**config.mk**
```make
export PLATFORM = sky130hd
export DESIGN_NAME = fbpa_fifo
export DESIGN_NICKNAME = d
export VERILOG_FILES = /design/src/hdl/fbpa_pkg.sv /design/src/hdl/fbpa_fifo.sv
export SDC_FILE = /design/constraint.sdc
export NUM_CORES = 1
export LEC_CHECK = 0
export BUFFER_PORTS_ARGS = -buffer_cell sky130_fd_sc_hd__buf_2
export CAP_MARGIN = 20
export CORE_MARGIN = 3
export CORE_UTILIZATION = 50
export CTS_CLUSTER_SIZE = 28
export DETAILED_ROUTE_END_ITERATION = 12
export GPL_TIMING_DRIVEN = 0
export PLACE_DENSITY = 0.75
export SETUP_SLACK_MARGIN = 0.2
export SYNTH_ARGS = -nofsm -noshare
export SYNTH_HDL_FRONTEND = slang
export SYNTH_SLANG_ARGS = --single-unit
```
**constraint.sdc**
```tcl
create_clock -name aclk -period 4.2 [get_ports aclk]
set_input_delay 0.42 -clock aclk [delete_from_list [all_inputs] [get_ports aclk]]
set_output_delay 0.42 -clock aclk [all_outputs]
set_load 0.005 [all_outputs]
```
**src/hdl/fbpa_pkg.sv**
```systemverilog
`timescale 1ns / 1ps

package fbpa_pkg;

    localparam int MAX_BLOCKS  = 1024;
    localparam int ADDR_W      = 32;
    localparam int IDX_W       = $clog2(MAX_BLOCKS);
    localparam int CNT_W       = $clog2(MAX_BLOCKS + 1);
    localparam int SIZE_W      = 16;
    localparam int CFG_COUNT_W = 11;
    localparam int SPAN_W      = IDX_W + SIZE_W;
    localparam int CFG_DATA_W  = 32;
    localparam int CFG_IDX_W   = 2;
    localparam int REQ_W       = 2;
    localparam int STATUS_W    = 3;
    localparam int FIFO_DEPTH  = 4;
    localparam int FIFO_PTR_W  = $clog2(FIFO_DEPTH);
    localparam int FIFO_CNT_W  = $clog2(FIFO_DEPTH + 1);
    localparam int DIV_CNT_W   = $clog2(IDX_W + 1);

    localparam int CFG_BASE_RST  = 0;
    localparam int CFG_SIZE_RST  = 16;
    localparam int CFG_COUNT_RST = 1024;
    localparam int SPAN_RST      = CFG_COUNT_RST * CFG_SIZE_RST;

    typedef enum logic [CFG_IDX_W-1:0] {
        CFG_BASE  = 2'd0,
        CFG_SIZE  = 2'd1,
        CFG_COUNT = 2'd2
    } cfg_reg_t;

    typedef enum logic [REQ_W-1:0] {
        REQ_ALLOC  = 2'd0,
        REQ_FREE   = 2'd1,
        REQ_REINIT = 2'd2,
        REQ_NOP    = 2'd3
    } req_type_t;

    typedef enum logic [STATUS_W-1:0] {
        ST_OK        = 3'd0,
        ST_NO_MEM    = 3'd1,
        ST_RANGE     = 3'd2,
        ST_MISALIGN  = 3'd3,
        ST_NOT_ALLOC = 3'd4
    } status_t;

    typedef enum logic [2:0] {
        CMD_ALLOC     = 3'd0,
        CMD_FREE      = 3'd1,
        CMD_RANGE_ERR = 3'd2,
        CMD_REINIT    = 3'd3,
        CMD_NOP       = 3'd4
    } cmd_kind_t;

    // normalized pool geometry: size at least one, count at most MAX_BLOCKS
    typedef struct packed {
        logic [ADDR_W-1:0] base;
        logic [SIZE_W-1:0] size;
        logic [CNT_W-1:0]  count;
    } geo_t;

    typedef struct packed {
        cmd_kind_t         kind;
        logic [SPAN_W-1:0] off;
    } cmd_t;

    typedef struct packed {
        logic             used;
        logic [IDX_W-1:0] link;
    } ram_entry_t;

endpackage

```
**src/hdl/fbpa_fifo.sv**
```systemverilog
`timescale 1ns / 1ps

module fbpa_fifo (
    input  logic           aclk,
    input  logic           aresetn,
    input  logic           push,
    input  fbpa_pkg::cmd_t push_data,
    output logic           full,
    input  logic           pop,
    output fbpa_pkg::cmd_t pop_data,
    output logic           empty
);
    import fbpa_pkg::*;

    cmd_t                  mem_reg [FIFO_DEPTH];
    logic [FIFO_PTR_W-1:0] wr_ptr_reg, wr_ptr_next;
    logic [FIFO_PTR_W-1:0] rd_ptr_reg, rd_ptr_next;
    logic [FIFO_CNT_W-1:0] cnt_reg, cnt_next;

    assign full     = (cnt_reg == FIFO_CNT_W'(FIFO_DEPTH));
    assign empty    = (cnt_reg == '0);
    assign pop_data = mem_reg[rd_ptr_reg];

    always_comb begin
        wr_ptr_next = wr_ptr_reg;
        rd_ptr_next = rd_ptr_reg;
        cnt_next    = cnt_reg;
        if (push) begin
            wr_ptr_next = (wr_ptr_reg == FIFO_PTR_W'(FIFO_DEPTH - 1)) ? '0
                                                                       : wr_ptr_reg + 1'b1;
        end
        if (pop) begin
            rd_ptr_next = (rd_ptr_reg == FIFO_PTR_W'(FIFO_DEPTH - 1)) ? '0
                                                                       : rd_ptr_reg + 1'b1;
        end
        if (push && !pop) begin
            cnt_next = cnt_reg + 1'b1;
        end else if (pop && !push) begin
            cnt_next = cnt_reg - 1'b1;
        end
    end

    always_ff @(posedge aclk) begin
        if (!aresetn) begin
            wr_ptr_reg <= '0;
            rd_ptr_reg <= '0;
            cnt_reg    <= '0;
        end else begin
            wr_ptr_reg <= wr_ptr_next;
            rd_ptr_reg <= rd_ptr_next;
            cnt_reg    <= cnt_next;
        end
    end

    always_ff @(posedge aclk) begin
        if (push) begin
            mem_reg[wr_ptr_reg] <= push_data;
        end
    end

endmodule

```
==> impl_metrics.yaml <==
power_and_ir_drop:
  power.share.clock_pct: 46.9
  power_mw: 3.144
  power.switching_uw: 640.2
  ir_worst_vdd_mv: 0.3639
  power_density_nw_per_um2: 549.8
  swShare_pct: 20.37
  internal-power_mw: 2.503
  power.leakage_nw: 2.005
  comb_power_share_pct: 7.1
  seqPwrFrac_pct: 46.0
yosys:
  synth_cells: 195
  synth_nets: 235
  synth_area_um2: 4651
  yosys-top-cells-area: "edfxtp_1 75%, mux4_2 14%, dfxtp_1 3.9%"
  ys_seq_area_share_pct: 78.77
  avgSynthCellArea_um2: 23.85
  synth_top_area_share_pct: 74.90
  yosys.area.top_type: "edfxtp_1"
  ys_ff_latch: 125
  yosys_warnings: 0
  synth.distinct_cells: 24
cts:
  clk_pin_slew_ns: 0.06
  cts_made_buffers: 17
  cts_buffer_depth: 2
  cts_root_buffer: "clkbuf_8"
  cts_setup_buffers: 0
  cts_tree: "yes"
  ctsHoldBuffers: 0
  clk_latency_ns: 0.50
  cts_resized: 0
  htreeDepth: 4
  cts_sinks: 125
timing:
  drv_slew: 0
  finalHoldViolCount: 0
  max_slew_margin_pct: 46.18
  period_share_pct: 56.26
  final.setup_skew_ns: 0.007140
  worstMarginPinSlew_ns: 0.8073
  finalSetupViolations: 0
  grt_setup_unrepaired: "no"
  min_period_ns: 2.363
  tns_ns: 0
  fmaxAchievable_mhz: 423.2
worst_setup_path:
  worstSetupPathType: "flop to primary output"
  cp_max_fo: 10
  path_buf_inv: 2
  cpPeakStageDelay_ns: 0.52
  path_cells: "clkbuf_1 -> mux4_2 -> buf_2"
  required_ns: 3.78
  ff2ff_path_depth: 3
  cp_slowest_cell: "clkbuf_1"
  critPathCaptureType: "primary output"
  rr_endpoint: "mem_reg[0][15]"
  crit_path_start_kind: "flop"
  worstPathArrival_ns: 1.94
  r2r_start: "wr_ptr_reg[0]"
  reg2reg_setup_slack_ns: 2.57
  cpLargestDelayFamily: "buffers and inverters"
layout:
  final_util_pct: 64.31
  final_area_um2: 5718
  largest_reg_flops: 116
  synthToLayoutAreaGrowth_pct: 22.95
  fillers: 592
  fin_nets: 317
  drive_gt1_share_pct: 44.83
  antennaDiodeCount: 0
route:
  vias: 2112
  wl_per_cell_um: 18.81
  m1WireLength_um: 3165
  dr_wl_met3_um: 530
  dr_wl_met2_um: 3679
  final_antenna_net_count: 0
  via_per_inst: 5.307
  drt-initial-drc-count: 87
  top_layer: "met5"
  drt-total-wl_um: 7485
  drc_errors: 0
  drt_first_pass_iters: 4
grt:
  gr-usage-all-layers_pct: 15.75
  grt_pass1_vias: 2199
  overflow: 0
  grt_pass1_wl_um: 11820
  antenna_found_initial: 1
  grt_max_degree: 30
placement:
  io_buffers: 63
  place_congestion: 0.6321
  hpwl_um: 4398
  place_area_um2: 5106
run:
  max-cap-violations: 0
hold_path:
  min_delay_worst_endpoint: "mem_reg[3][16]"
  worstHoldStart: "push_data[16]"
  hold_path_class: "input pin to flop"
  holdPathStages: 1
floorplanning:
  die-height_um: 102.4
  dieArea_um2: 10500
  initial_utilization_pct: 52.31
  core_area_um2: 8891
  rows: 34
  die_w_um: 102.4
  io_pins: 64
outcome:
  status: "finished clean"
kinds of logic after synthesis:
| kind of cell | Yosys count | share of synthesized area (%) |
|---|---|---|
| adders and majority gates | 7 | 2.045 |
| AOI/OAI and AO/OA | 3 | 0.4305 |
| xor gates and xnor gates | 2 | 0.3767 |
| buffers and inverters | 10 | 1.453 |
| DFF | 125 | 78.77 |
| muxes | 33 | 14.99 |
| and+or+nand+nor | 15 | 1.937 |
cell usage after synthesis:
cell type and number:
a21boi_0 1, and2_1 5, buf_12 1, buf_2 2, buf_4 1, buf_6 1, clkbuf_1 1, dfxtp_1 9
edfxtp_1 116, fa_1 1, ha_1 6, inv_1 4, mux2i_1 4, mux4_1 1, mux4_2 28, nor2_1 1
nor2b_1 5, nor3_1 2, nor3b_1 1, o21a_1 1, o21ai_0 1, or3_1 1, xnor2_1 1, xor2_1 1
worst max path at each step:
stage | cells after the start | startpoint | to | slack, ns
floorplan | 7 | pop | cnt_reg[2] | 2.50
global placement | 2 | push | mem_reg[0][1] | 1.94
detailed placement | 8 | pop | cnt_reg[2] | 2.30
CTS | 3 | flop | pop_data[19] | 1.78
global route | 4 | flop | pop_data[5] | 1.72
finish | 3 | flop | pop_data[19] | 1.84
layer usage:
layer	global-route usage [%]	vias to the layer above
met5	0	-
met4	5.247	2
met3	6.212	13
met2	25.07	69
met1	19.97	1052
li1	-	976
layout make-up:
cell class	instances	area, µm²	share of cell area, %
Sequential cell	125	3664	64.07
Multi-Input combinational cell	60	924.6	16.17
Clock buffer	18	417.9	7.309
Timing Repair Buffer	63	315.3	5.514
Clock inverter	14	193.9	3.392
Tap cell	108	135.1	2.363
Buffer	6	52.55	0.9190
Inverter	4	15.01	0.2626
through the flow:
| stage | std cells | hold slack [ns] | worst slack (ns) |
|---|---|---|---|
| global placement | 366 | 0.4929 | 1.942 |
| detailed placement | 366 | 0.5003 | 2.299 |
| finish | 398 | 0.1305 | 1.837 |
| CTS | 398 | 0.1060 | 1.779 |
| floorplan | 195 | 0.4724 | 2.501 |
| global route | 398 | 0.1188 | 1.721 |
power by group through the flow:
| stage | logic, mW | clock network (mW) | registers, mW |
|---|---|---|---|
| 2_1_floorplan | 0.134 | 0 | 1.46 |
| 3_3_place_gp | 0.225 | 0 | 1.47 |
| 3_5_place_dp | 0.229 | 0 | 1.47 |
| 4_1_cts | 0.231 | 1.49 | 1.45 |
| 5_1_grt | 0.249 | 1.56 | 1.45 |
| 6_report | 0.224 | 1.47 | 1.44 |
cells in the final DEF, fill, tap and decap left out, types with 2 or more instances in the layout:
cell type   Yosys  final
edfxtp_1      116    116
buf_2           2     65
mux4_2         28     28
clkbuf_16       0     16
dfxtp_1         9      9
ha_1            6      6
nor2b_1         5      5
inv_1           4      4
and2_2          0      4
mux2i_1         4      4
bufinv_16       0      4
clkinvlp_4      0      4
clkinv_4        0      3
clkbuf_1        1      2
nor3_1          2      2
No activity file was read; power rests on OpenSTA's default activity.
