<file path="config.mk">
export PLATFORM = sky130hd
export DESIGN_NAME = fbpa_front
export DESIGN_NICKNAME = d
export VERILOG_FILES = /design/src/hdl/fbpa_pkg.sv /design/src/hdl/fbpa_front.sv
export SDC_FILE = /design/constraint.sdc
export NUM_CORES = 1
export LEC_CHECK = 0
export CAP_MARGIN = 20
export CORE_UTILIZATION = 60
export CTS_CLUSTER_SIZE = 8
export DETAILED_ROUTE_END_ITERATION = 12
export DONT_BUFFER_PORTS = 1
export HOLD_SLACK_MARGIN = 0.08
export PLACE_DENSITY = 0.79
export SETUP_SLACK_MARGIN = 0.05
export SLEW_MARGIN = 20
export SYNTH_ARGS = -nofsm -noshare
export SYNTH_HDL_FRONTEND = slang
export SYNTH_SLANG_ARGS = --single-unit
</file>
<file path="constraint.sdc">
create_clock -name aclk -period 4.94 [get_ports aclk]
set_input_delay 0.247 -clock aclk [delete_from_list [all_inputs] [get_ports aclk]]
set_output_delay 0.247 -clock aclk [all_outputs]
set_load 0.02 [all_outputs]
</file>
<file path="src/hdl/fbpa_pkg.sv">
`timescale 1ns / 1ps

package fbpa_pkg;

    localparam int MAX_BLOCKS  = 1024;
    localparam int ADDR_W      = 32;
    localparam int IDX_W       = $clog2(MAX_BLOCKS);
    localparam int CNT_W       = $clog2(MAX_BLOCKS + 1);
    localparam int SIZE_W      = 16;
    localparam int CFG_COUNT_W = 11;
    localparam int SPAN_W      = IDX_W + SIZE_W;
    localparam int CFG_DATA_W  = 32;
    localparam int CFG_IDX_W   = 2;
    localparam int REQ_W       = 2;
    localparam int STATUS_W    = 3;
    localparam int FIFO_DEPTH  = 4;
    localparam int FIFO_PTR_W  = $clog2(FIFO_DEPTH);
    localparam int FIFO_CNT_W  = $clog2(FIFO_DEPTH + 1);
    localparam int DIV_CNT_W   = $clog2(IDX_W + 1);

    localparam int CFG_BASE_RST  = 0;
    localparam int CFG_SIZE_RST  = 16;
    localparam int CFG_COUNT_RST = 1024;
    localparam int SPAN_RST      = CFG_COUNT_RST * CFG_SIZE_RST;

    typedef enum logic [CFG_IDX_W-1:0] {
        CFG_BASE  = 2'd0,
        CFG_SIZE  = 2'd1,
        CFG_COUNT = 2'd2
    } cfg_reg_t;

    typedef enum logic [REQ_W-1:0] {
        REQ_ALLOC  = 2'd0,
        REQ_FREE   = 2'd1,
        REQ_REINIT = 2'd2,
        REQ_NOP    = 2'd3
    } req_type_t;

    typedef enum logic [STATUS_W-1:0] {
        ST_OK        = 3'd0,
        ST_NO_MEM    = 3'd1,
        ST_RANGE     = 3'd2,
        ST_MISALIGN  = 3'd3,
        ST_NOT_ALLOC = 3'd4
    } status_t;

    typedef enum logic [2:0] {
        CMD_ALLOC     = 3'd0,
        CMD_FREE      = 3'd1,
        CMD_RANGE_ERR = 3'd2,
        CMD_REINIT    = 3'd3,
        CMD_NOP       = 3'd4
    } cmd_kind_t;

    // normalized pool geometry: size at least one, count at most MAX_BLOCKS
    typedef struct packed {
        logic [ADDR_W-1:0] base;
        logic [SIZE_W-1:0] size;
        logic [CNT_W-1:0]  count;
    } geo_t;

    typedef struct packed {
        cmd_kind_t         kind;
        logic [SPAN_W-1:0] off;
    } cmd_t;

    typedef struct packed {
        logic             used;
        logic [IDX_W-1:0] link;
    } ram_entry_t;

endpackage

</file>
<file path="src/hdl/fbpa_front.sv">
`timescale 1ns / 1ps

module fbpa_front (
    input  logic                         aclk,
    input  logic                         aresetn,
    input  logic                         s_valid,
    output logic                         s_ready,
    input  logic [fbpa_pkg::REQ_W-1:0]   s_req_type,
    input  logic [fbpa_pkg::ADDR_W-1:0]  s_free_addr,
    input  fbpa_pkg::geo_t               geo,
    output logic                         push,
    output fbpa_pkg::cmd_t               cmd,
    input  logic                         full
);
    import fbpa_pkg::*;

    // geometry as seen by the requests in order; reloaded when a reinit is taken
    logic [ADDR_W-1:0]       geo_base_reg, geo_base_next;
    logic [SPAN_W-1:0]       geo_span_reg, geo_span_next;
    logic [CNT_W+SIZE_W-1:0] span_full;
    logic [ADDR_W-1:0]       off;
    logic                    in_range;
    req_type_t               req;

    assign s_ready = !full;
    assign push    = s_valid && !full;
    assign req     = req_type_t'(s_req_type);

    always_comb begin
        off       = s_free_addr - geo_base_reg;
        in_range  = (off < ADDR_W'(geo_span_reg));
        span_full = (CNT_W + SIZE_W)'(geo.count) * (CNT_W + SIZE_W)'(geo.size);
        cmd.off   = off[SPAN_W-1:0];
        unique case (req)
            REQ_ALLOC:  cmd.kind = CMD_ALLOC;
            REQ_FREE:   cmd.kind = in_range ? CMD_FREE : CMD_RANGE_ERR;
            REQ_REINIT: cmd.kind = CMD_REINIT;
            REQ_NOP:    cmd.kind = CMD_NOP;
            default:    cmd.kind = CMD_NOP;
        endcase
        geo_base_next = geo_base_reg;
        geo_span_next = geo_span_reg;
        if (push && req == REQ_REINIT) begin
            geo_base_next = geo.base;
            geo_span_next = span_full[SPAN_W-1:0];
        end
    end

    always_ff @(posedge aclk) begin
        if (!aresetn) begin
            geo_base_reg <= ADDR_W'(CFG_BASE_RST);
            geo_span_reg <= SPAN_W'(SPAN_RST);
        end else begin
            geo_base_reg <= geo_base_next;
            geo_span_reg <= geo_span_next;
        end
    end

endmodule

</file>
==> flow_summary.json <==
{
  "status": "finished clean",
  "drive_gt1_share_pct": 10.8,
  "nFillCells": 1339,
  "syn-num-nets": 1624,
  "routabilityCongestion": 0.931,
  "final_core_util_pct": 70.6,
  "cp_max_fo": 3,
  "setup-violations-final": 0,
  "start_util_pct": 61.7,
  "yosysSeqAreaShare_pct": 11.3,
  "rows": 47,
  "synth_top_family_by_area": "adder cells",
  "die_h_um": 133,
  "fmax_mhz": 206,
  "drtAntennaViolNets": 0,
  "hold_class": "input pin to register",
  "clock_path_buffers": 2,
  "ys.flop_type": "dfxtp_1",
  "max-cap-violations": 0,
  "relSlewSlack_pct": 29.8,
  "gr-usage-all-layers_pct": 30.6,
  "cts_tree": "yes",
  "largest_reg_flops": 32,
  "numCtsBuffers": 9,
  "via_per_inst": 5.73,
  "synth-adder-area-share_pct": 38.6,
  "cts_max_level": 3,
  "hold_viol_final": 0,
  "worst_pin_slew_ns": 1.05,
  "ys_types": 65,
  "hold_depth": 2,
  "yosys_warnings": 0,
  "synth_xor_area_share_pct": 3.65,
  "yosys.area_share.simple_pct": 19.8,
  "clk_latency_ns": 0.33,
  "grt_max_degree": 67,
  "drt_pre_antenna_iters": 5,
  "endpoint_kind": "output port",
  "netlist_area_um2": 10300,
  "fp.dieArea_um2": 17700,
  "areaGrowthSynthToFinish_pct": 14.3,
  "fin_crit_sh_pct": 98.3,
  "synth-seq-cells": 58,
  "drc": 0,
  "wirelength_um": 25900,
  "crit_path_start_kind": "register",
  "fin_nets": 1667,
  "finalCriticalPeriod_ns": 4.86,
  "die_w_um": 133,
  "synthArstFlopShare_pct": 0,
  "power_density_nw_per_um2": 469,
  "clkTransAtPathRegs_ns": 0.05,
  "drv_slew": 0,
  "vias": 8900,
  "io_buffers": 0,
  "hpwl_um": 19500,
  "critical_path_class": "register to output port",
  "total_power_mw": 5.53,
  "rsz0062_at_grt": "yes",
  "cp_data_required_time_ns": 4.69,
  "syn_inst": 1284,
  "wl_per_cell_um": 16.7,
  "syn_area_per_cell_um2": 8.03,
  "dp_cells": 1486,
  "clockRootBuffer": "clkbuf_16",
  "synth_mux_area_share_pct": 0.194,
  "ios": 128,
  "n_antenna_cell": 0,
  "synth_enable_flop_cells": 0,
  "synth_compound_area_share_pct": 16.1,
  "grt_pass1_vias": 9206,
  "grt-ovfl-total": 0,
  "coreArea_um2": 16700,
  "r2r_cells": 2,
  "worstPathArrival_ns": 4.61,
  "static-leakage-power_nw": 5.36,
  "grt_antenna_before_repair": 0,
  "drt-initial-drc-count": 515,
  "cts_sinks": 58,
  "grt_first_pass_wirelength_um": 43100,
  "final_cells": 1552,
  "ir_drop_mv": 0.410,
  "fin_worst_skew_ns": 0
}
## path summary, 6_finish.rpt
kind	startpoint	to	slack [ns]
worst min-delay path	geo[0]	geo_span_reg[0]	0.1
worst max-delay path	geo_base_reg[0]	cmd[26]	0.08
worst min register to register	geo_span_reg[17]	geo_span_reg[17]	0.46
worst max register to register	geo_base_reg[11]	geo_base_reg[11]	4.10
## stage by stage
stage / setup WS, ns / TNS (ns) / hold slack (ns) / cell area [µm²]
final: 0.0816 / 0 / 0.0964 / 11800
after detailed placement: -0.0899 / -0.326 / 0.360 / 10800
after global routing: -0.107 / -0.209 / 0.118 / 11800
after CTS: 0.0513 / 0 / 0.102 / 11600
after floorplan: 0.0383 / 0 / 0.392 / 10700
after global placement: -0.0404 / -0.0488 / 0.350 / 10800
## logic make-up (layout without fill, tap and decap cells)
| kind of cell | count (synthesis) | count (layout) |
|---|---|---|
| AO/OA/AOI/OAI | 236 | 236 |
| XOR/XNOR | 43 | 43 |
| adder cells (fa/ha/maj) | 243 | 243 |
| buffers and inverters | 284 | 332 |
| flip-flops | 58 | 58 |
| multiplexers | 2 | 2 |
| AND/OR/NAND/NOR | 418 | 418 |
## repair_timing
item                                   4_1_cts  5_1_grt
setup endpoints to repair                    2        5
buffers inserted                            10        7
gates resized for setup                     13       35
hold buffers                                34        0
endpoints found under the hold margin       56        0
pin swaps                                   17       29
## layer usage
layer  up-vias  GRT usage [%]  wire length [µm]
met4         0           13.0              1020
met1      4305           37.1             10500
met3        85           5.82              1650
met2       318           52.9             12800
li1       4192              -                 -
met5         -              0                 0
## report_power, final
group          total, mW  switching, mW  internal, mW
clock network      0.635          0.233         0.402
logic               4.37           2.22          2.15
registers          0.526         0.0193         0.507
## Yosys cell counts, types with 10 or more instances
cell | count | area, µm²
a211oi_1 | 12 | 90.1
a21boi_0 | 42 | 315
a21o_1 | 32 | 240
a21oi_1 | 45 | 225
and2_1 | 103 | 644
clkbuf_1 | 49 | 184
dfxtp_1 | 58 | 1160
fa_1 | 125 | 2500
ha_1 | 118 | 1480
inv_1 | 232 | 871
nand2_1 | 211 | 792
nand3_1 | 10 | 50.1
nor2_1 | 26 | 97.6
o21a_1 | 16 | 120
o21ai_0 | 35 | 175
xnor2_1 | 27 | 236
xor2_1 | 16 | 140
## critical path, stage by stage, from the launching register on
cell and delay, ns:
dfxtp_2 0.32, ha_2 0.17, inv_1 0.05, fa_2 0.34
a211o_1 0.33, a21oi_2 0.21, o21a_2 0.20, buf_4 0.14
a21oi_2 0.09, a21o_1 0.20, a21oi_2 0.17, xnor2_2 0.11
ha_1 0.24, a221oi_4 0.27, o311ai_1 0.18, a211oi_2 0.24
o2111ai_1 0.14, a311oi_1 0.24, o2111a_1 0.30, a41o_1 0.31
## layout make-up
| type | count | area [µm²] | share of cell area, % |
|---|---|---|---|
| flip-flops and latches | 58 | 1160 | 9.88 |
| repair buffers | 84 | 726 | 6.16 |
| clock inverters | 5 | 53.8 | 0.456 |
| inverters | 232 | 871 | 7.39 |
| clock buffers | 11 | 243 | 2.06 |
| well taps | 220 | 275 | 2.34 |
| multi-input cells | 942 | 8450 | 71.7 |
## layout by cell type (no fill, tap or decap), types with 5 or more instances in the layout
master and instances:
nor2_1 26, and2_1 98, nand3_1 10, nor3_1 9, o21bai_1 5, ha_2 5, dlygate4sd3_1 33, fa_2 5
o21ai_0 29, clkbuf_16 9, a21o_1 32, buf_4 50, xor2_1 15, nand2_1 204, nor2b_1 9, o21a_1 15
fa_1 120, dfxtp_1 55, a211oi_1 7, ha_4 9, inv_1 229, xnor2_1 23, a211o_1 5, a21oi_2 6
nand4_1 9, a21boi_0 41, ha_1 104, nand2_2 6, nand2b_1 7, a21oi_1 39
Power figures use the tool's default switching activity.
